$ cat config.mk
export PLATFORM = sky130hd
export DESIGN_NAME = cia402_drive_state_sequencer
export DESIGN_NICKNAME = d
export VERILOG_FILES = /design/src/hw/rtl/cds_pkg.sv /design/src/hw/rtl/cds_in_stage.sv /design/src/hw/rtl/cds_core.sv /design/src/hw/rtl/cds_out_stage.sv /design/src/hw/rtl/cia402_drive_state_sequencer.sv
export SDC_FILE = /design/constraint.sdc
export NUM_CORES = 1
export LEC_CHECK = 0
export BUFFER_PORTS_ARGS = -buffer_cell sky130_fd_sc_hd__buf_2
export CAP_MARGIN = 20
export CORE_ASPECT_RATIO = 0.7
export CORE_MARGIN = 2
export CORE_UTILIZATION = 44
export CTS_CLUSTER_SIZE = 10
export DETAILED_ROUTE_END_ITERATION = 12
export MAX_ROUTING_LAYER = met4
export PLACE_DENSITY = 0.72
export SETUP_SLACK_MARGIN = 0.15
export SYNTH_ARGS = -nofsm -noshare
export SYNTH_HDL_FRONTEND = slang
export SYNTH_SLANG_ARGS = --single-unit
$ cat constraint.sdc
create_clock -name clk -period 6.93 [get_ports clk]
set_input_delay 0.3465 -clock clk [delete_from_list [all_inputs] [get_ports clk]]
set_output_delay 0.3465 -clock clk [all_outputs]
set_load 0.03 [all_outputs]
$ cat src/hw/rtl/cds_pkg.sv
// Shared types, codes and the status word decoder of the CiA 402 drive state sequencer.
package cds_pkg;

    // Drive states as decoded from the status word.
    typedef enum logic [2:0] {
        ST_DISABLED       = 3'd0,
        ST_READY          = 3'd1,
        ST_SWITCH_ON      = 3'd2,
        ST_ENABLED        = 3'd3,
        ST_QUICK_STOP     = 3'd4,
        ST_FAULT_REACTION = 3'd5,
        ST_FAULT          = 3'd6
    } drive_state_t;

    // State request codes.
    localparam logic [2:0] REQ_NONE      = 3'd0;
    localparam logic [2:0] REQ_DISABLED  = 3'd1;
    localparam logic [2:0] REQ_READY     = 3'd2;
    localparam logic [2:0] REQ_SWITCH_ON = 3'd3;
    localparam logic [2:0] REQ_ENABLED   = 3'd4;

    // Mode request code for no request.
    localparam logic [1:0] MREQ_NONE = 2'd0;

    // Control word bits.
    localparam logic [15:0] CW_SWITCH_ON   = 16'h0001;
    localparam logic [15:0] CW_VOLTAGE     = 16'h0002;
    localparam logic [15:0] CW_QUICK_STOP  = 16'h0004;
    localparam logic [15:0] CW_ENABLE      = 16'h0008;
    localparam logic [15:0] CW_FAULT_RESET = 16'h0080;

    // Cyclic mode codes: position, velocity, torque follow on from this base.
    localparam logic [7:0] MODE_BASE   = 8'd8;
    localparam logic [7:0] MODE_TORQUE = 8'd10;

    // Mode indexes.
    localparam logic [1:0] MIDX_POSITION = 2'd0;
    localparam logic [1:0] MIDX_VELOCITY = 2'd1;

    localparam int IN_TDATA_W  = 112;
    localparam int OUT_TDATA_W = 120;

    typedef struct packed {
        logic [15:0] drive_status;
        logic [7:0]  mode_display;
        logic [31:0] position_actual;
        logic [31:0] velocity_actual;
        logic [15:0] torque_actual;
        logic        state_request_valid;
        logic [2:0]  state_request;
        logic        mode_request_valid;
        logic [1:0]  mode_request;
    } in_item_t;

    typedef struct packed {
        logic [15:0]  drive_control;
        logic [7:0]   mode_of_operation;
        logic [31:0]  pos_setpoint;
        logic [31:0]  vel_setpoint;
        logic [15:0]  trq_setpoint;
        logic         targets_valid;
        drive_state_t drive_state_out;
        logic [1:0]   active_mode_out;
        logic [2:0]   pending_state_out;
        logic [1:0]   pending_mode_out;
    } result_t;

    // Bit 6 wins over everything; with bit 5 clear, bit 3 tells quick stop from fault.
    function automatic drive_state_t decode_state(input logic [15:0] sw);
        drive_state_t ds;
        if (sw[6]) begin
            ds = ST_DISABLED;
        end
        else if (sw[5]) begin
            if (!sw[1]) begin
                ds = ST_READY;
            end
            else if (!sw[2]) begin
                ds = ST_SWITCH_ON;
            end
            else begin
                ds = ST_ENABLED;
            end
        end
        else if (!sw[3]) begin
            ds = ST_QUICK_STOP;
        end
        else if (sw[2]) begin
            ds = ST_FAULT_REACTION;
        end
        else begin
            ds = ST_FAULT;
        end
        return ds;
    endfunction

endpackage

$ cat src/hw/rtl/cds_in_stage.sv
// Input register of the drive state sequencer.
module cds_in_stage (
    input  logic              clk,
    input  logic              rst_n,
    input  logic              in_valid,
    output logic              in_ready,
    input  cds_pkg::in_item_t in_item,
    input  logic              advance,
    output logic              item_valid,
    output cds_pkg::in_item_t item
);
    import cds_pkg::*;

    logic     valid_reg;
    logic     valid_next;
    in_item_t item_reg;

    // Space is free when the register is empty or its item moves on this cycle.
    assign in_ready   = !valid_reg || advance;
    assign valid_next = in_ready ? in_valid : valid_reg;

    always_ff @(posedge clk or negedge rst_n)
    begin
        if (!rst_n) begin
            valid_reg <= 1'b0;
        end
        else begin
            valid_reg <= valid_next;
        end
    end

    always_ff @(posedge clk)
    begin
        if (in_valid && in_ready) begin
            item_reg <= in_item;
        end
    end

    assign item_valid = valid_reg;
    assign item       = item_reg;

endmodule

$ cat src/hw/rtl/cds_core.sv
// Sequencer state registers and the one-step next-state and result logic.
module cds_core (
    input  logic              clk,
    input  logic              rst_n,
    input  logic              advance,
    input  cds_pkg::in_item_t item,
    output cds_pkg::result_t  result
);
    import cds_pkg::*;

    drive_state_t decoded_state;
    logic [1:0]   active_mode_reg, active_mode_next;
    logic [2:0]   pending_state_reg, pending_state_next;
    logic [1:0]   pending_mode_reg, pending_mode_next;
    logic [15:0]  control_reg, control_next;
    logic [7:0]   mode_reg, mode_next;
    logic [31:0]  position_target_reg, position_target_next;
    logic [31:0]  velocity_target_reg, velocity_target_next;
    logic [15:0]  torque_target_reg, torque_target_next;

    logic         mode_step;
    logic         seed;
    logic [1:0]   seed_idx;
    logic [1:0]   want;

    always_comb
    begin
        pending_state_next   = pending_state_reg;
        pending_mode_next    = pending_mode_reg;
        active_mode_next     = active_mode_reg;
        control_next         = control_reg;
        mode_next            = mode_reg;
        position_target_next = position_target_reg;
        velocity_target_next = velocity_target_reg;
        torque_target_next   = torque_target_reg;
        mode_step            = 1'b0;
        seed                 = 1'b0;
        seed_idx             = MIDX_POSITION;
        want                 = pending_mode_reg;

        // New requests replace pending ones; an out-of-range state request is dropped.
        if (item.state_request_valid && item.state_request <= REQ_ENABLED) begin
            pending_state_next = item.state_request;
        end
        if (item.mode_request_valid) begin
            pending_mode_next = item.mode_request;
        end

        decoded_state = decode_state(item.drive_status);

        // The displayed cyclic mode is taken over only while operation is enabled.
        if (decoded_state == ST_ENABLED && item.mode_display >= MODE_BASE &&
            item.mode_display <= MODE_TORQUE) begin
            active_mode_next = item.mode_display[1:0];
        end

        case (decoded_state)
            ST_DISABLED:
            begin
                if (pending_state_next == REQ_DISABLED) begin
                    pending_state_next = REQ_NONE;
                end
                else if (pending_state_next == REQ_READY) begin
                    control_next = (control_reg & ~(CW_SWITCH_ON | CW_ENABLE | CW_FAULT_RESET))
                                   | CW_VOLTAGE | CW_QUICK_STOP;
                end
            end
            ST_READY:
            begin
                if (pending_state_next == REQ_READY) begin
                    control_next       = control_reg | CW_SWITCH_ON;
                    pending_state_next = REQ_SWITCH_ON;
                    seed               = 1'b1;
                    seed_idx           = MIDX_POSITION;
                end
            end
            ST_SWITCH_ON:
            begin
                if (pending_state_next == REQ_SWITCH_ON) begin
                    control_next       = control_reg | CW_ENABLE;
                    pending_state_next = REQ_ENABLED;
                end
            end
            ST_ENABLED:
            begin
                if (pending_state_next == REQ_ENABLED) begin
                    pending_state_next = REQ_NONE;
                    mode_step          = 1'b1;
                end
                else if (pending_state_next == REQ_DISABLED) begin
                    control_next = '0;
                end
                else begin
                    mode_step = 1'b1;
                end
            end
            ST_FAULT:
            begin
                if (pending_state_next == REQ_DISABLED) begin
                    control_next = CW_FAULT_RESET;
                end
                else begin
                    pending_state_next = REQ_NONE;
                end
            end
            default:
            begin
                pending_state_next = REQ_NONE;
            end
        endcase

        // A mode request is done once the drive displays it; until then the target is seeded.
        if (mode_step && pending_mode_next != MREQ_NONE) begin
            want = pending_mode_next - 2'd1;
            if (want == active_mode_next) begin
                pending_mode_next = MREQ_NONE;
            end
            else begin
                seed     = 1'b1;
                seed_idx = want;
            end
        end

        if (seed) begin
            mode_next = MODE_BASE + {6'd0, seed_idx};
            if (seed_idx == MIDX_POSITION) begin
                position_target_next = item.position_actual;
            end
            else if (seed_idx == MIDX_VELOCITY) begin
                velocity_target_next = item.velocity_actual;
            end
            else begin
                torque_target_next = item.torque_actual;
            end
        end
    end

    always_ff @(posedge clk or negedge rst_n)
    begin
        if (!rst_n) begin
            active_mode_reg     <= MIDX_POSITION;
            pending_state_reg   <= REQ_NONE;
            pending_mode_reg    <= MREQ_NONE;
            control_reg         <= '0;
            mode_reg            <= '0;
            position_target_reg <= '0;
            velocity_target_reg <= '0;
            torque_target_reg   <= '0;
        end
        else if (advance) begin
            active_mode_reg     <= active_mode_next;
            pending_state_reg   <= pending_state_next;
            pending_mode_reg    <= pending_mode_next;
            control_reg         <= control_next;
            mode_reg            <= mode_next;
            position_target_reg <= position_target_next;
            velocity_target_reg <= velocity_target_next;
            torque_target_reg   <= torque_target_next;
        end
    end

    assign result.drive_control     = control_next;
    assign result.mode_of_operation = mode_next;
    assign result.pos_setpoint      = position_target_next;
    assign result.vel_setpoint      = velocity_target_next;
    assign result.trq_setpoint      = torque_target_next;
    assign result.targets_valid     = (decoded_state == ST_SWITCH_ON) ||
                                      (decoded_state == ST_ENABLED);
    assign result.drive_state_out   = decoded_state;
    assign result.active_mode_out   = active_mode_next;
    assign result.pending_state_out = pending_state_next;
    assign result.pending_mode_out  = pending_mode_next;

endmodule

$ cat src/hw/rtl/cds_out_stage.sv
// Result register of the drive state sequencer.
module cds_out_stage (
    input  logic             clk,
    input  logic             rst_n,
    input  logic             load,
    input  cds_pkg::result_t result,
    output logic             out_valid,
    input  logic             out_ready,
    output cds_pkg::result_t out_result
);
    import cds_pkg::*;

    logic    valid_reg;
    logic    valid_next;
    result_t result_reg;

    always_comb
    begin
        if (load) begin
            valid_next = 1'b1;
        end
        else if (out_ready) begin
            valid_next = 1'b0;
        end
        else begin
            valid_next = valid_reg;
        end
    end

    always_ff @(posedge clk or negedge rst_n)
    begin
        if (!rst_n) begin
            valid_reg <= 1'b0;
        end
        else begin
            valid_reg <= valid_next;
        end
    end

    always_ff @(posedge clk)
    begin
        if (load) begin
            result_reg <= result;
        end
    end

    assign out_valid  = valid_reg;
    assign out_result = result_reg;

endmodule

$ cat src/hw/rtl/cia402_drive_state_sequencer.sv
// Top level of the CiA 402 drive state sequencer: stream ports, input and result stages.
// An input item waits in the input register, then the sequencer step moves it into the result
// register as soon as that register is empty or its transaction is being taken.
// Throughput: one transaction per cycle while the master side takes each result as it comes.
// Reset (rst_n, asynchronous, active low) empties both stages and sets the mode to position,
// requests to none and all command registers to zero; the drive state is decoded afresh.
module cia402_drive_state_sequencer (
    input  logic                            clk,
    input  logic                            rst_n,
    input  logic                            s_axis_tvalid,
    output logic                            s_axis_tready,
    // Fields from bit 0 up: drive_status[15:0], mode_display[23:16],
    // position_actual[55:24], velocity_actual[87:56], torque_actual[103:88],
    // state_request_valid[104], state_request[107:105], mode_request_valid[108],
    // mode_request[110:109], zero padding[111].
    input  logic [cds_pkg::IN_TDATA_W-1:0]  s_axis_tdata,
    output logic                            m_axis_tvalid,
    input  logic                            m_axis_tready,
    // Fields from bit 0 up: drive_control[15:0], mode_of_operation[23:16],
    // pos_setpoint[55:24], vel_setpoint[87:56], trq_setpoint[103:88],
    // targets_valid[104], drive_state_out[107:105], active_mode_out[109:108],
    // pending_state_out[112:110], pending_mode_out[114:113], zero padding[119:115].
    output logic [cds_pkg::OUT_TDATA_W-1:0] m_axis_tdata
);
    import cds_pkg::*;

    in_item_t in_item;
    in_item_t item;
    logic     item_valid;
    logic     advance;
    result_t  result;
    result_t  out_result;

    // Unpack the slave transaction into its fields.
    assign in_item.drive_status        = s_axis_tdata[15:0];
    assign in_item.mode_display        = s_axis_tdata[23:16];
    assign in_item.position_actual     = s_axis_tdata[55:24];
    assign in_item.velocity_actual     = s_axis_tdata[87:56];
    assign in_item.torque_actual       = s_axis_tdata[103:88];
    assign in_item.state_request_valid = s_axis_tdata[104];
    assign in_item.state_request       = s_axis_tdata[107:105];
    assign in_item.mode_request_valid  = s_axis_tdata[108];
    assign in_item.mode_request        = s_axis_tdata[110:109];

    // An item moves into the result register, and updates the sequencer state, when the
    // result register is empty or its current transaction is being taken this cycle.
    assign advance = item_valid && (!m_axis_tvalid || m_axis_tready);

    cds_in_stage u_in_stage (
        .clk        (clk),
        .rst_n      (rst_n),
        .in_valid   (s_axis_tvalid),
        .in_ready   (s_axis_tready),
        .in_item    (in_item),
        .advance    (advance),
        .item_valid (item_valid),
        .item       (item)
    );

    cds_core u_core (
        .clk     (clk),
        .rst_n   (rst_n),
        .advance (advance),
        .item    (item),
        .result  (result)
    );

    cds_out_stage u_out_stage (
        .clk        (clk),
        .rst_n      (rst_n),
        .load       (advance),
        .result     (result),
        .out_valid  (m_axis_tvalid),
        .out_ready  (m_axis_tready),
        .out_result (out_result)
    );

    // Pack the result fields into the master transaction, drive_control in the lowest bits.
    assign m_axis_tdata = {
        5'd0,
        out_result.pending_mode_out,
        out_result.pending_state_out,
        out_result.active_mode_out,
        out_result.drive_state_out,
        out_result.targets_valid,
        out_result.trq_setpoint,
        out_result.vel_setpoint,
        out_result.pos_setpoint,
        out_result.mode_of_operation,
        out_result.drive_control
    };

endmodule
After elaboration in Yosys (flattened, before gate mapping)
Cells that the tools add are included.
{ "op_classes": {"n_addsub": 2, "order_cmp": 3, "n_eq_ne": 10, "muxes": 45, "n_reduce_logical": 15} }
{ "ops": {"columns": ["op", "count"], "rows": [
  ["two-way mux 32 bit", 5],
  ["two-way mux 16 bit", 6],
  ["case mux 16 bit (5 select lines)", 1],
  ["two-way mux 3 bit", 8],
  ["two-way mux 8 bit", 3],
  ["two-way mux 2 bit", 9],
  ["case mux 3 bit (5 select lines)", 1],
  ["== test 3 x 2 -> 1 bit, second input constant", 4],
  ["two-way mux 1 bit", 11],
  [">= comparator 8 x 4 -> 1 bit, second input constant", 1],
  ["less-or-equal comparator 8 x 4 -> 1 bit, second input constant", 1],
  ["== test 3 x 1 -> 1 bit, second input constant", 2],
  ["== test 3 bit, second input constant", 2],
  ["logical AND 1 bit", 6],
  ["adder 4 x 2 -> 5 bit, first input constant", 1],
  ["two-way mux 4 bit", 1],
  ["nonzero test 2 bit", 2],
  ["less-or-equal comparator 3 bit, second input constant", 1],
  ["zero test 3 bit", 1],
  ["logical OR 1 bit", 3],
  ["== test 2 x 1 -> 1 bit, second input constant", 1],
  ["== test 2 bit", 1],
  ["zero test 1 bit", 2],
  ["zero test 2 bit", 1],
  ["subtractor 2 x 1 -> 2 bit, second input constant", 1]
]} }
{ "totals": {"register_bits": 330, "in_bits": 116, "output_inout_bits": 122, "wordCells": 104} }

Depth between registers and ports, before layout
Gate-level depths: netlist of run 1.
{ "depth": {"word_depth": 15, "ltp_mapped": 10, "ltp_nobuf": 8} }

By module
Synthesis of run 1 repeated with hierarchy kept, for this count alone.
{ "hier_totals": {"hier_cells": 735, "hier_area_um2": 12963.7} }
{ "modules_own_cells": {"columns": ["mod", "n_inst", "cells_each", "area_per_inst_um2", "seq_area_each_um2"], "rows": [
  ["cds_core", 1, 494, 6034.5, 2777.7],
  ["cds_out_stage", 1, 118, 3489.6, 3478.3],
  ["cds_in_stage", 1, 115, 3387.0, 3358.2],
  ["cia402_drive_state_sequencer", 1, 8, 52.6, 0.0]
]} }

Least setup slack after synthesis of run 1
Ideal clock, no wire load.
{ "synth_path": {"kind": "register -> register", "start": "register u_out_stage.valid_reg, in the netlist u_out_stage.out_valid", "end": "register u_core.pending_state_reg[0]", "setup_time_ns": 0.135, "arrival_time_ns": 4.878, "required_time_ns": 6.795, "path_slack_ns": 1.916, "stages_incl_launch_ff": 7, "path_buffers": 1, "cell_sequence": "dfrtp_1 -> nand2b_1 -> nand2_1 -> clkinv_1 -> buf_1 -> o211ai_1 -> o22a_1"} }
{ "synth_via": {"elab_chain_cells": 3} }
{ "synth_rtl": {"columns": ["element", "line_no", "rtl"], "rows": [
  ["start: declaration", "cds_out_stage.sv:13", "logic valid_reg;"],
  ["start signal: assignment", "cds_out_stage.sv:36", "valid_reg <= valid_next;"],
  ["zero test 1 bit", "cia402_drive_state_sequencer.sv:47", "assign advance = item_valid && (!m_axis_tvalid || m_axis_tready);"],
  ["logical OR 1 bit", "cia402_drive_state_sequencer.sv:47", null],
  ["logical AND 1 bit", "cia402_drive_state_sequencer.sv:47", null],
  ["via advance", "cia402_drive_state_sequencer.sv:30", "logic advance;"],
  ["end signal: assignment", "cds_core.sv:152", "pending_state_reg <= pending_state_next;"],
  ["end: declaration", "cds_core.sv:13", "logic [2:0] pending_state_reg, pending_state_next;"]
]} }
The timed path passes the listed nets, and every way through them passes these cells.
A chain may end at the register's enable or synchronous reset.

==> impl_metrics.py, run 1 <==
metrics = {
    "hold_path": {
        "worstHoldEndpoint": "u_in_stage.item[5]",
        "worst_hold_path.num_cells": 1,
        "hold_path.class": "in -> reg",
        "hold_wc_startpoint": "s_axis_tdata[107]",
    },
    "critical_path": {
        "timing_worst_setup_path_type": "reg -> reg",
        "crit-reg2reg-capture": "u_out_stage.out_result[87]",
        "setup.reg_to_reg.worst_slack_ps": 3800,
        "timing.critical_path.to_type": "flip-flop",
        "critical_path.max_fanout": 32,
        "ff2ff_path_depth": 6,
        "critPathRequiredTime_ps": 7190,
        "crit_path_start_kind": "flip-flop",
        "critical_path.reg2reg.startpoint": "u_in_stage.item[6]",
        "worst_ep_arrival_time_ps": 3390,
    },
    "global_route": {
        "grt_use_total_pct": 18.7,
        "wire_length_of_the_first_global_routing_pass_um": 42400,
        "grt_start_max_net_pins": 77,
        "grt_pass1_vias": 7705,
        "initial_antenna_violation_count": 1,
        "grt_remaining_overflow": 0,
    },
    "sta": {
        "slew_viol_final": 0,
        "hold_violations": 0,
        "maxClockFrequency_mhz": 319,
        "setup-tns-final_ps": 0,
        "setup_violations": 0,
        "period_minus_slack_ps": 3130,
        "final.setup_skew_ps": 12.8,
        "timing.max_slew.rel_slack_pct": 31.0,
        "fin_crit_sh_pct": 45.2,
        "worst_pin_slew_ps": 1030,
        "grt_setup_unrepaired": "no",
    },
    "yosys": {
        "postSynth.asyncResetShare_pct": 34.5,
        "ys_ff_latch": 328,
        "synth.largest_area_cell": "edfxtp_1",
        "synth_cell_types": 67,
        "yosysSeqAreaShare_pct": 73.5,
        "ys.flop_type": "edfxtp_1",
        "ys_top_cells_by_area": "edfxtp_1, dfrtp_1, mux2_2",
        "synthCells": 719,
        "yosys_warnings": 0,
        "synthesis.area_per_instance_um2": 17.6,
        "fraction_of_post_synthesis_cell_area_in_the_top_cell_type_by_area_pct": 51.1,
        "synth_enable_flop_cells": 215,
        "synthesis.area_mm2": 0.0126,
    },
    "placement": {
        "gp_congestion": 0.832,
        "dp_hpwl_um": 16100,
        "io_buffers": 220,
    },
    "cells_and_area": {
        "finish.utilization_pct": 57.7,
        "area_growth_from_synthesis_to_layout_pct": 28.1,
        "drive_above_1_share_pct": 39.0,
        "final_nets": 1171,
        "largest_register_ff_count": 115,
    },
    "die": {
        "rows": 51,
        "core_area_mm2": 0.0280,
        "floorplan.die.height_um": 146,
        "start_util_pct": 45.1,
        "floorplan.die_area_mm2": 0.0301,
        "ioPinCount": 238,
        "die_width_um": 206,
    },
    "detailed_routing": {
        "ant_nets": 0,
        "vias": 7404,
        "post_drt_via_cell_ratio": 5.10,
        "drt_iter0_markers": 391,
        "drtPass1Iterations": 4,
        "finalWirelength_um": 27200,
        "post-route-drc-count": 0,
        "wire_per_inst_um": 18.7,
    },
    "pwr": {
        "leakagePower_nw": 6.92,
        "comb_power_share_pct": 16.3,
        "power_per_cell_area_mw_per_mm2": 326,
        "seq_power_share_pct": 48.7,
        "worst_ir_drop_vdd_uv": 238,
        "clkPwrFrac_pct": 35.0,
        "internal_dissipation_mw": 3.89,
        "netSwitchingFraction_pct": 26.1,
        "p_switching_mw": 1.38,
    },
    "clock_network": {
        "cts.reportedPaths.clkPinSlew_ps": 50,
        "clock_latency_ps": 520,
        "cts-buffers-inserted": 39,
        "htreeDepth": 2,
        "postCtsResizedCells": 0,
        "cts_tree": "done",
        "cts_num_sinks": 328,
        "clock_tree.buffer_depth": 3,
        "cts.root.buffer_cell": "clkbuf_16",
    },
    "run": {
        "cap_violations": 0,
    },
    "status": {
        "status": "finished clean",
    },
}
-- routing by layer --
layer	track usage [%]	wire [um]	share of wire, %	vias up
li1	-	-	-	3376
met1	25.9	12300	45	3725
met2	27.7	12400	46	252
met3	4.57	1940	7.1	51
met4	4.96	561	2.1	0
met5	-	0	0	-
-- cells in the mapped netlist, types with 5 or more instances --
master / instances
a21oi_1: 11
and2_1: 26
buf_2: 5
buf_4: 14
clkbuf_1: 7
dfrtp_1: 113
edfxtp_1: 215
inv_1: 7
mux2_1: 40
mux2_2: 125
nand2_1: 25
nand2b_1: 9
nand3_1: 5
nor2_1: 22
nor2b_1: 6
o21ai_0: 15
o21ai_1: 5
o22ai_1: 5
-- cells in the final DEF (no fill, tap or decap), types with 3 or more instances in the layout --
cell / count
buf_2: 219
edfxtp_1: 215
mux2_2: 125
dfrtp_1: 113
dlygate4sd3_1: 91
clkbuf_16: 41
mux2_1: 40
nand2_1: 25
and2_1: 25
nor2_1: 22
clkbuf_1: 22
o21ai_0: 15
a21oi_1: 11
nand2b_1: 9
buf_4: 9
inv_1: 7
nor2b_1: 6
nand3_1: 5
o22ai_1: 5
o21ai_1: 5
conb_1: 5
o22a_1: 3
a31oi_1: 3
clkinv_2: 3
-- worst max-delay path: stages, from the launching register on --
cell,delay (ps)
edfxtp_1,410
nor2b_1,460
o22ai_2,280
a211oi_4,600
a41o_1,260
buf_4,430
mux2_2,410
-- cell families after synthesis --
| group | Yosys count | share of synthesized area (%) |
|---|---|---|
| muxes | 171 | 15.4 |
| AOI/OAI and AO/OA | 69 | 4.37 |
| other | 1 | 0.0297 |
| DFF | 328 | 73.5 |
| adders and majority gates | 1 | 0.0991 |
| buffers and inverters | 39 | 1.75 |
| and+or+nand+nor | 110 | 4.81 |
-- area by class of cell --
cell class / count / area, um^2
sequential: 328 / 9280
fill: 2127 / 11800
clock inverter: 3 / 15.0
tap: 371 / 464
inverter: 9 / 38.8
multi-input combinational: 356 / 3160
clock buffer: 64 / 1120
timing repair buffer: 320 / 2090
antenna: 1 / 2.50
-- power groups by stage --
stage	clock (mW)	combinational [mW]	sequential, mW
after floorplan	0	0.382	2.78
after global placement	0	0.799	2.59
after detailed placement	0	0.818	2.60
after CTS	1.89	0.864	2.57
after global routing	1.97	0.929	2.60
final	1.84	0.859	2.57
-- how the worst max path moves through the flow --
stage	slack [ps]	end	cells past startpoint	from
finish	3800	u_out_stage.out_result[87]	6	u_in_stage.item[6]
global placement	3820	u_out_stage.out_result[16]	5	u_in_stage.item[93]
detailed placement	3810	u_out_stage.out_result[11]	5	u_in_stage.item[93]
floorplan	1920	u_core.pending_state_reg[0]	6	u_out_stage.out_valid
CTS	3780	u_out_stage.out_result[16]	5	u_in_stage.item[93]
global route	3550	u_out_stage.out_result[87]	6	u_in_stage.item[6]
-- per-stage QoR --
stage | worst slack, ps | cell area, um^2 | hold WS (ps) | cells | total power, mW
finish | 3800 | 16200 | 24.6 | 1452 | 5.27
floorplan | 1920 | 12600 | 50.9 | 723 | 3.17
detailed placement | 3810 | 14100 | 354 | 1293 | 3.42
global placement | 3820 | 14100 | 356 | 1293 | 3.39
CTS | 3780 | 16200 | 1.80 | 1451 | 5.33
global route | 3550 | 16200 | 6.42 | 1452 | 5.51
-- what timing repair did --
action | in CTS | in global routing
setup buffers | 0 | 0
endpoints found under the hold margin | 144 | 0
hold buffers | 91 | 0
No activity file was read; power rests on OpenSTA's default activity.
==> inputs of run 2 (changes only) <==
- ABC_AREA: not set -> 1
- PLACE_DENSITY: 0.72 -> 0.71
- clock period: 6.93 -> 3.1 ns (I/O delays scaled with it)
==> run 2 against run 1 <==
Core utilization decreased by 0.11 points. Hold slack improved by 320 ps. Routed wire length is 2.5% higher. Via count up 20%. Worst setup slack got worse by 3400 ps. Register-to-register slack worse by 3400 ps. Sequential share of layout area is 2.1 points lower. Fmax grew 15%. Design area is 3.8% higher. Critical endpoint is now u_out_stage.out_result[63].
==> impl_metrics.py, run 2 <==
metrics = {
    "yosys": {
        "synth.largest_area_cell": "edfxtp_1",
        "synth_commonest_cells": "nand2_1, edfxtp_1, inv_1",
        "yosysSeqAreaShare_pct": 70.7,
        "synth_cell_types": 32,
        "fraction_of_post_synthesis_cell_area_in_the_top_cell_type_by_area_pct": 49.2,
        "ys_ff_latch": 328,
        "postSynth.asyncResetShare_pct": 34.5,
        "ys_top_cells_by_area": "edfxtp_1, dfrtp_1, nand2_1",
        "synthesis.area_mm2": 0.0131,
        "ys.flop_type": "edfxtp_1",
        "synthMostInstantiatedCell": "nand2_1",
        "synthCells": 1160,
        "synth_enable_flop_cells": 215,
        "synthesis.area_per_instance_um2": 11.3,
        "yosys_warnings": 0,
    },
    "global_route": {
        "globalRouteMet3Util_pct": 4.50,
        "groute.layer.met1.usage_pct": 23.6,
        "grt_util_met2_pct": 30.1,
        "grt_pass1_vias": 9071,
        "grt_start_max_net_pins": 101,
        "grt_remaining_overflow": 0,
        "grt_use_total_pct": 18.7,
        "wire_length_of_the_first_global_routing_pass_um": 44800,
        "top_usage_layer": "met2",
        "initial_antenna_violation_count": 1,
    },
    "cells_and_area": {
        "final_design_area_no_fill_mm2": 0.0168,
        "fill_cells": 2345,
        "layout.cells.most_common_list": "nand2_1, buf_2, edfxtp_1",
        "layout_commonest_cell": "nand2_1",
        "multi_input_comb_area_mm2": 0.00287,
        "drive_above_1_share_pct": 22.5,
        "final_nets": 1614,
        "area_growth_from_synthesis_to_layout_pct": 27.9,
        "largest_register_ff_count": 115,
        "final-seq-area_mm2": 0.00928,
    },
    "sta": {
        "slew_viol_final": 0,
        "fin_crit_sh_pct": 88.2,
        "period_minus_slack_ps": 2730,
        "setup_violations": 0,
        "setup-tns-final_ps": 0,
        "grt_setup_unrepaired": "no",
        "maxClockFrequency_mhz": 366,
        "hold_violations": 0,
        "timing.max_slew.rel_slack_pct": 34.9,
        "worst_pin_slew_ps": 976,
        "final.setup_skew_ps": 13.6,
    },
    "clock_network": {
        "clock_latency_ps": 510,
        "htreeDepth": 2,
        "cts.root.buffer_cell": "clkbuf_16",
        "cts-buffers-inserted": 39,
        "cts_tree": "done",
        "cts.reportedPaths.clkPinSlew_ps": 60,
        "cts_num_sinks": 328,
        "clock_tree.buffer_depth": 3,
    },
    "pwr": {
        "seq_power_share_pct": 46.2,
        "worst_ir_drop_vdd_uv": 510,
        "netSwitchingFraction_pct": 30.9,
        "comb_power_share_pct": 23.7,
        "power_per_cell_area_mw_per_mm2": 816,
        "internal_dissipation_mw": 9.47,
        "p_switching_mw": 4.24,
        "clkPwrFrac_pct": 30.1,
        "leakagePower_nw": 7.93,
    },
    "critical_path": {
        "timing.critical_path.to_type": "flip-flop",
        "worst_ep_arrival_time_ps": 3010,
        "critPathRequiredTime_ps": 3370,
        "crit_path_start_kind": "flip-flop",
        "timing_worst_setup_path_type": "reg -> reg",
        "critical_path.max_fanout": 19,
    },
    "hold_path": {
        "hold_path.class": "in -> async",
    },
    "die": {
        "rows": 52,
        "ioPinCount": 238,
        "start_util_pct": 45.0,
        "floorplan.die.height_um": 149,
        "floorplan.die_area_mm2": 0.0313,
        "die_width_um": 210,
        "core_area_mm2": 0.0291,
    },
    "detailed_routing": {
        "vias": 8918,
        "ant_nets": 0,
        "drt_iter0_markers": 408,
        "post-route-drc-count": 0,
        "finalWirelength_um": 27900,
        "wire_per_inst_um": 14.6,
        "post_drt_via_cell_ratio": 4.68,
        "drtPass1Iterations": 6,
    },
    "placement": {
        "placed_area_mm2": 0.0146,
        "gp_congestion": 0.849,
        "io_buffers": 220,
        "dp_hpwl_um": 16700,
    },
    "run": {
        "cap_violations": 0,
    },
    "status": {
        "status": "finished clean",
    },
}
run 2: stage by stage:
stage               utilization, %  hold WS, ps  total power [mW]  std cells  setup slack (ps)
finish                        57.6          341              13.7       1905               366
global route                  57.6          323              14.5       1905               158
CTS                           57.6          314              13.8       1904               306
detailed placement            50.1          333              9.55       1730               334
global placement              50.1          331              9.41       1730               389
floorplan                        -         -141              8.66       1164               256
run 2: area by class of cell:
class,count,share of cell area [%]
flip-flops and latches,328,55.3
multi-input cells,599,17.1
repair buffers,338,13.6
clock buffers,67,6.56
inverters,191,4.34
well taps,378,2.82
clock inverters,3,0.253
diodes,1,0.0149
run 2: power by group through the flow:
| stage | sequential (mW) | combinational [mW] | clock (mW) |
|---|---|---|---|
| 2_1_floorplan | 7.06 | 1.60 | 0 |
| 3_3_place_gp | 6.37 | 3.04 | 0 |
| 3_5_place_dp | 6.39 | 3.16 | 0 |
| 4_1_cts | 6.33 | 3.27 | 4.23 |
| 5_1_grt | 6.43 | 3.63 | 4.42 |
| 6_report | 6.33 | 3.25 | 4.12 |
run 2: routing by layer:
layer	vias up	part of all wire, %
met3	57	6.3
li1	4382	-
met1	4217	44
met4	0	2.2
met5	-	0
met2	262	48
run 2: timing repair:
| action | in CTS | in global routing |
|---|---|---|
| hold endpoints to repair | 200 | 0 |
| endpoints found under the setup margin | 0 | 5 |
| hold buffers | 104 | 0 |
| buffers inserted | 0 | 0 |
| gates resized for setup | 0 | 1 |
run 2: final timing paths:
check | start | to | slack [ps] | depth (start not counted)
setup / recovery | u_in_stage.item[2] | u_out_stage.out_result[63] | 370 | 10
hold / removal | rst_n | u_core.velocity_target_reg[3] | 340 | 2
setup reg to reg | u_in_stage.item[2] | u_out_stage.out_result[63] | 370 | 10
hold reg to reg | u_core.mode_reg[2] | u_core.mode_reg[2] | 470 | 2
max in group asynchronous | rst_n | u_core.control_reg[4] | 1940 | 3
min in group clk | s_axis_tdata[22] | u_in_stage.item[93] | 350 | 2
run 2: kinds of logic (layout without fill, tap and decap cells):
| family | Yosys count | after routing | synth area share [%] |
|---|---|---|---|
| DFF | 328 | 328 | 70.7 |
| and+or+nand+nor | 499 | 499 | 16.9 |
| buffers and inverters | 237 | 599 | 7.62 |
| other | 1 | 6 | 0.0286 |
| adders and majority gates | 1 | 1 | 0.0953 |
| AOI/OAI and AO/OA | 94 | 94 | 4.67 |
run 2: worst max-delay path: stages (launching register included):
cell,delay [ps]
edfxtp_1,410
o21ai_0,370
ha_1,410
inv_1,90
nand3_1,90
nand2_2,140
nand2_8,90
o21ai_4,250
buf_4,320
nand3_1,120
and2_1,170
==> inputs of run 3 (changes only) <==
--- a/config.mk
+++ b/config.mk
@@ -6,5 +6,5 @@
 export NUM_CORES = 1
 export LEC_CHECK = 0
-export ABC_AREA = 1
+export ABC_AREA = 0
 export BUFFER_PORTS_ARGS = -buffer_cell sky130_fd_sc_hd__buf_2
 export CAP_MARGIN = 20
@@ -15,5 +15,5 @@
 export DETAILED_ROUTE_END_ITERATION = 12
 export MAX_ROUTING_LAYER = met4
-export PLACE_DENSITY = 0.71
+export PLACE_DENSITY = 0.72
 export SETUP_SLACK_MARGIN = 0.15
 export SYNTH_ARGS = -nofsm -noshare
==> constraint.sdc (replaced) <==
create_clock -name clk -period 3.1 [get_ports clk]
set_input_delay 0.155 -clock clk [delete_from_list [all_inputs] [get_ports clk]]
set_output_delay 0.155 -clock clk [all_outputs]
set_load 0.005 [all_outputs]
==> run 3 against run 2 <==
First-iteration DRC count grew 21%. Hold slack worse by 240 ps. Core utilization increased by 1.2 points. Clock skew increased by 7.8 ps. Die area shrank 3.7%. Flip-flop and latch count is the same. Worst setup slack got worse by 24 ps. Via count down 16%. Global-route usage rose by 0.22 points. Count of clock-buffer cells in the layout decreased by 1.
==> impl_metrics.py, run 3 (synthesis gave the netlist of run 1 again) <==
metrics = {
    "status": {
        "status": "finished clean",
    },
    "detailed_routing": {
        "wire_per_inst_um": 18.7,
        "drtPass1Iterations": 5,
        "post-route-drc-count": 0,
        "finalWirelength_um": 27500,
        "post_drt_via_cell_ratio": 5.06,
        "drt_iter0_markers": 492,
        "ant_nets": 0,
        "vias": 7470,
    },
    "sta": {
        "setup_violations": 0,
        "timing.hold.ws_ps": 97.2,
        "slew_viol_final": 0,
        "maxClockFrequency_mhz": 363,
        "grt_setup_unrepaired": "no",
        "worst_pin_slew_ps": 785,
        "fin_crit_sh_pct": 89.0,
        "period_minus_slack_ps": 2760,
        "postLayoutSetupSlackWorst_ps": 342,
        "final.setup_skew_ps": 21.4,
        "setup-tns-final_ps": 0,
        "hold_violations": 0,
        "timing.max_slew.rel_slack_pct": 47.6,
    },
    "die": {
        "die_width_um": 206,
        "ioPinCount": 238,
        "floorplan.die.height_um": 146,
        "floorplan.die_area_mm2": 0.0301,
        "rows": 51,
        "core_area_mm2": 0.0280,
        "start_util_pct": 45.1,
    },
    "pwr": {
        "internal_dissipation_mw": 8.73,
        "seq_power_share_pct": 50.3,
        "worst_ir_drop_vdd_uv": 518,
        "netSwitchingFraction_pct": 23.5,
        "p_switching_mw": 2.69,
        "power_per_cell_area_mw_per_mm2": 694,
        "comb_power_share_pct": 13.5,
        "leakagePower_nw": 7.05,
        "clkPwrFrac_pct": 36.2,
        "final_total_power_mw": 11.4,
    },
    "global_route": {
        "grt_use_total_pct": 18.9,
        "grt_start_max_net_pins": 75,
        "grt_pass1_vias": 7822,
        "initial_antenna_violation_count": 2,
        "grt_remaining_overflow": 0,
        "wire_length_of_the_first_global_routing_pass_um": 42600,
    },
    "cells_and_area": {
        "layout_commonest_cell": "buf_2",
        "largest_register_ff_count": 115,
        "fill_cells": 2128,
        "multi_input_comb_area_mm2": 0.00316,
        "final-seq-area_mm2": 0.00928,
        "layout.cells.most_common_list": "buf_2, edfxtp_1, mux2_2",
        "area_growth_from_synthesis_to_layout_pct": 30.4,
        "drive_above_1_share_pct": 39.1,
        "final_nets": 1193,
        "finish.utilization_pct": 58.8,
    },
    "clock_network": {
        "cts.root.buffer_cell": "clkbuf_16",
        "cts_num_sinks": 328,
        "cts-buffers-inserted": 39,
        "cts_tree": "done",
        "clock_latency_ps": 520,
        "cts.reportedPaths.clkPinSlew_ps": 60,
        "htreeDepth": 2,
        "clock_tree.buffer_depth": 3,
        "post-cts-setup-buffer-count": 0,
    },
    "placement": {
        "dp_hpwl_um": 16500,
        "pre_cts_ws_ps": 246,
        "io_buffers": 220,
        "gp_congestion": 0.852,
    },
    "run": {
        "cap_violations": 0,
    },
    "critical_path": {
        "timing_worst_setup_path_type": "reg -> reg",
        "worst_ep_arrival_time_ps": 3030,
        "critPathRequiredTime_ps": 3370,
        "critical_path.max_fanout": 17,
        "crit_path_start_kind": "flip-flop",
        "timing.critical_path.to_type": "flip-flop",
    },
    "hold_path": {
        "hold_path.class": "in -> reg",
    },
}
## run 3: worst max-delay path: stages, from the launching register on
cell      delay (ps)
edfxtp_1         490
a211oi_2         440
nand3_4          230
mux2_4           400
o311ai_4         240
buf_4            320
mux2_2           380
## run 3: power by group through the flow
| stage | sequential [mW] | combinational [mW] | clock [mW] |
|---|---|---|---|
| floorplan | 5.77 | 0.845 | 0 |
| global placement | 5.78 | 1.38 | 0 |
| detailed placement | 5.81 | 1.43 | 0 |
| CTS | 5.74 | 1.54 | 4.23 |
| global route | 5.81 | 1.71 | 4.44 |
| finish | 5.74 | 1.54 | 4.14 |
## run 3: layout make-up
cell class | instances | area share (%)
clock inverter | 1 | 0.0532
inverter | 9 | 0.236
clock buffer | 66 | 6.86
sequential | 328 | 56.4
tap | 371 | 2.82
timing repair buffer | 342 | 14.4
antenna | 3 | 0.0456
multi-input combinational | 356 | 19.2
## run 3: what timing repair did
| item | 4_1_cts | 5_1_grt |
|---|---|---|
| hold buffers | 103 | 0 |
| setup endpoints to repair | 0 | 37 |
| hold endpoints to repair | 174 | 0 |
| gates resized for setup | 0 | 2 |
## run 3: path summary, 6_finish.rpt
path	startpoint	end	slack, ps	cells past startpoint
min in group asynchronous	rst_n	u_core.position_target_reg[15]	220	2
max reg2reg	u_in_stage.item[87]	u_out_stage.out_result[16]	340	6
max	u_in_stage.item[87]	u_out_stage.out_result[16]	340	6
min reg2reg	u_in_stage.item[18]	u_core.torque_target_reg[11]	470	1
max in group asynchronous	rst_n	u_core.velocity_target_reg[26]	2050	3
min	m_axis_tready	u_out_stage.out_valid	100	3
## run 3: layer usage
metal | GRT usage, % | routed length, um
met1 | 26.8 | 12700
met2 | 27.7 | 12300
met3 | 4.48 | 2100
met4 | 4.71 | 473
met5 | - | 0
## run 3: metrics by stage
| stage | instances | cell area [um^2] |
|---|---|---|
| 2_1_floorplan | 723 | 12600 |
| 3_3_place_gp | 1303 | 14300 |
| 3_5_place_dp | 1303 | 14300 |
| 4_1_cts | 1473 | 16500 |
| 5_1_grt | 1475 | 16500 |
| 6_report | 1476 | 16500 |
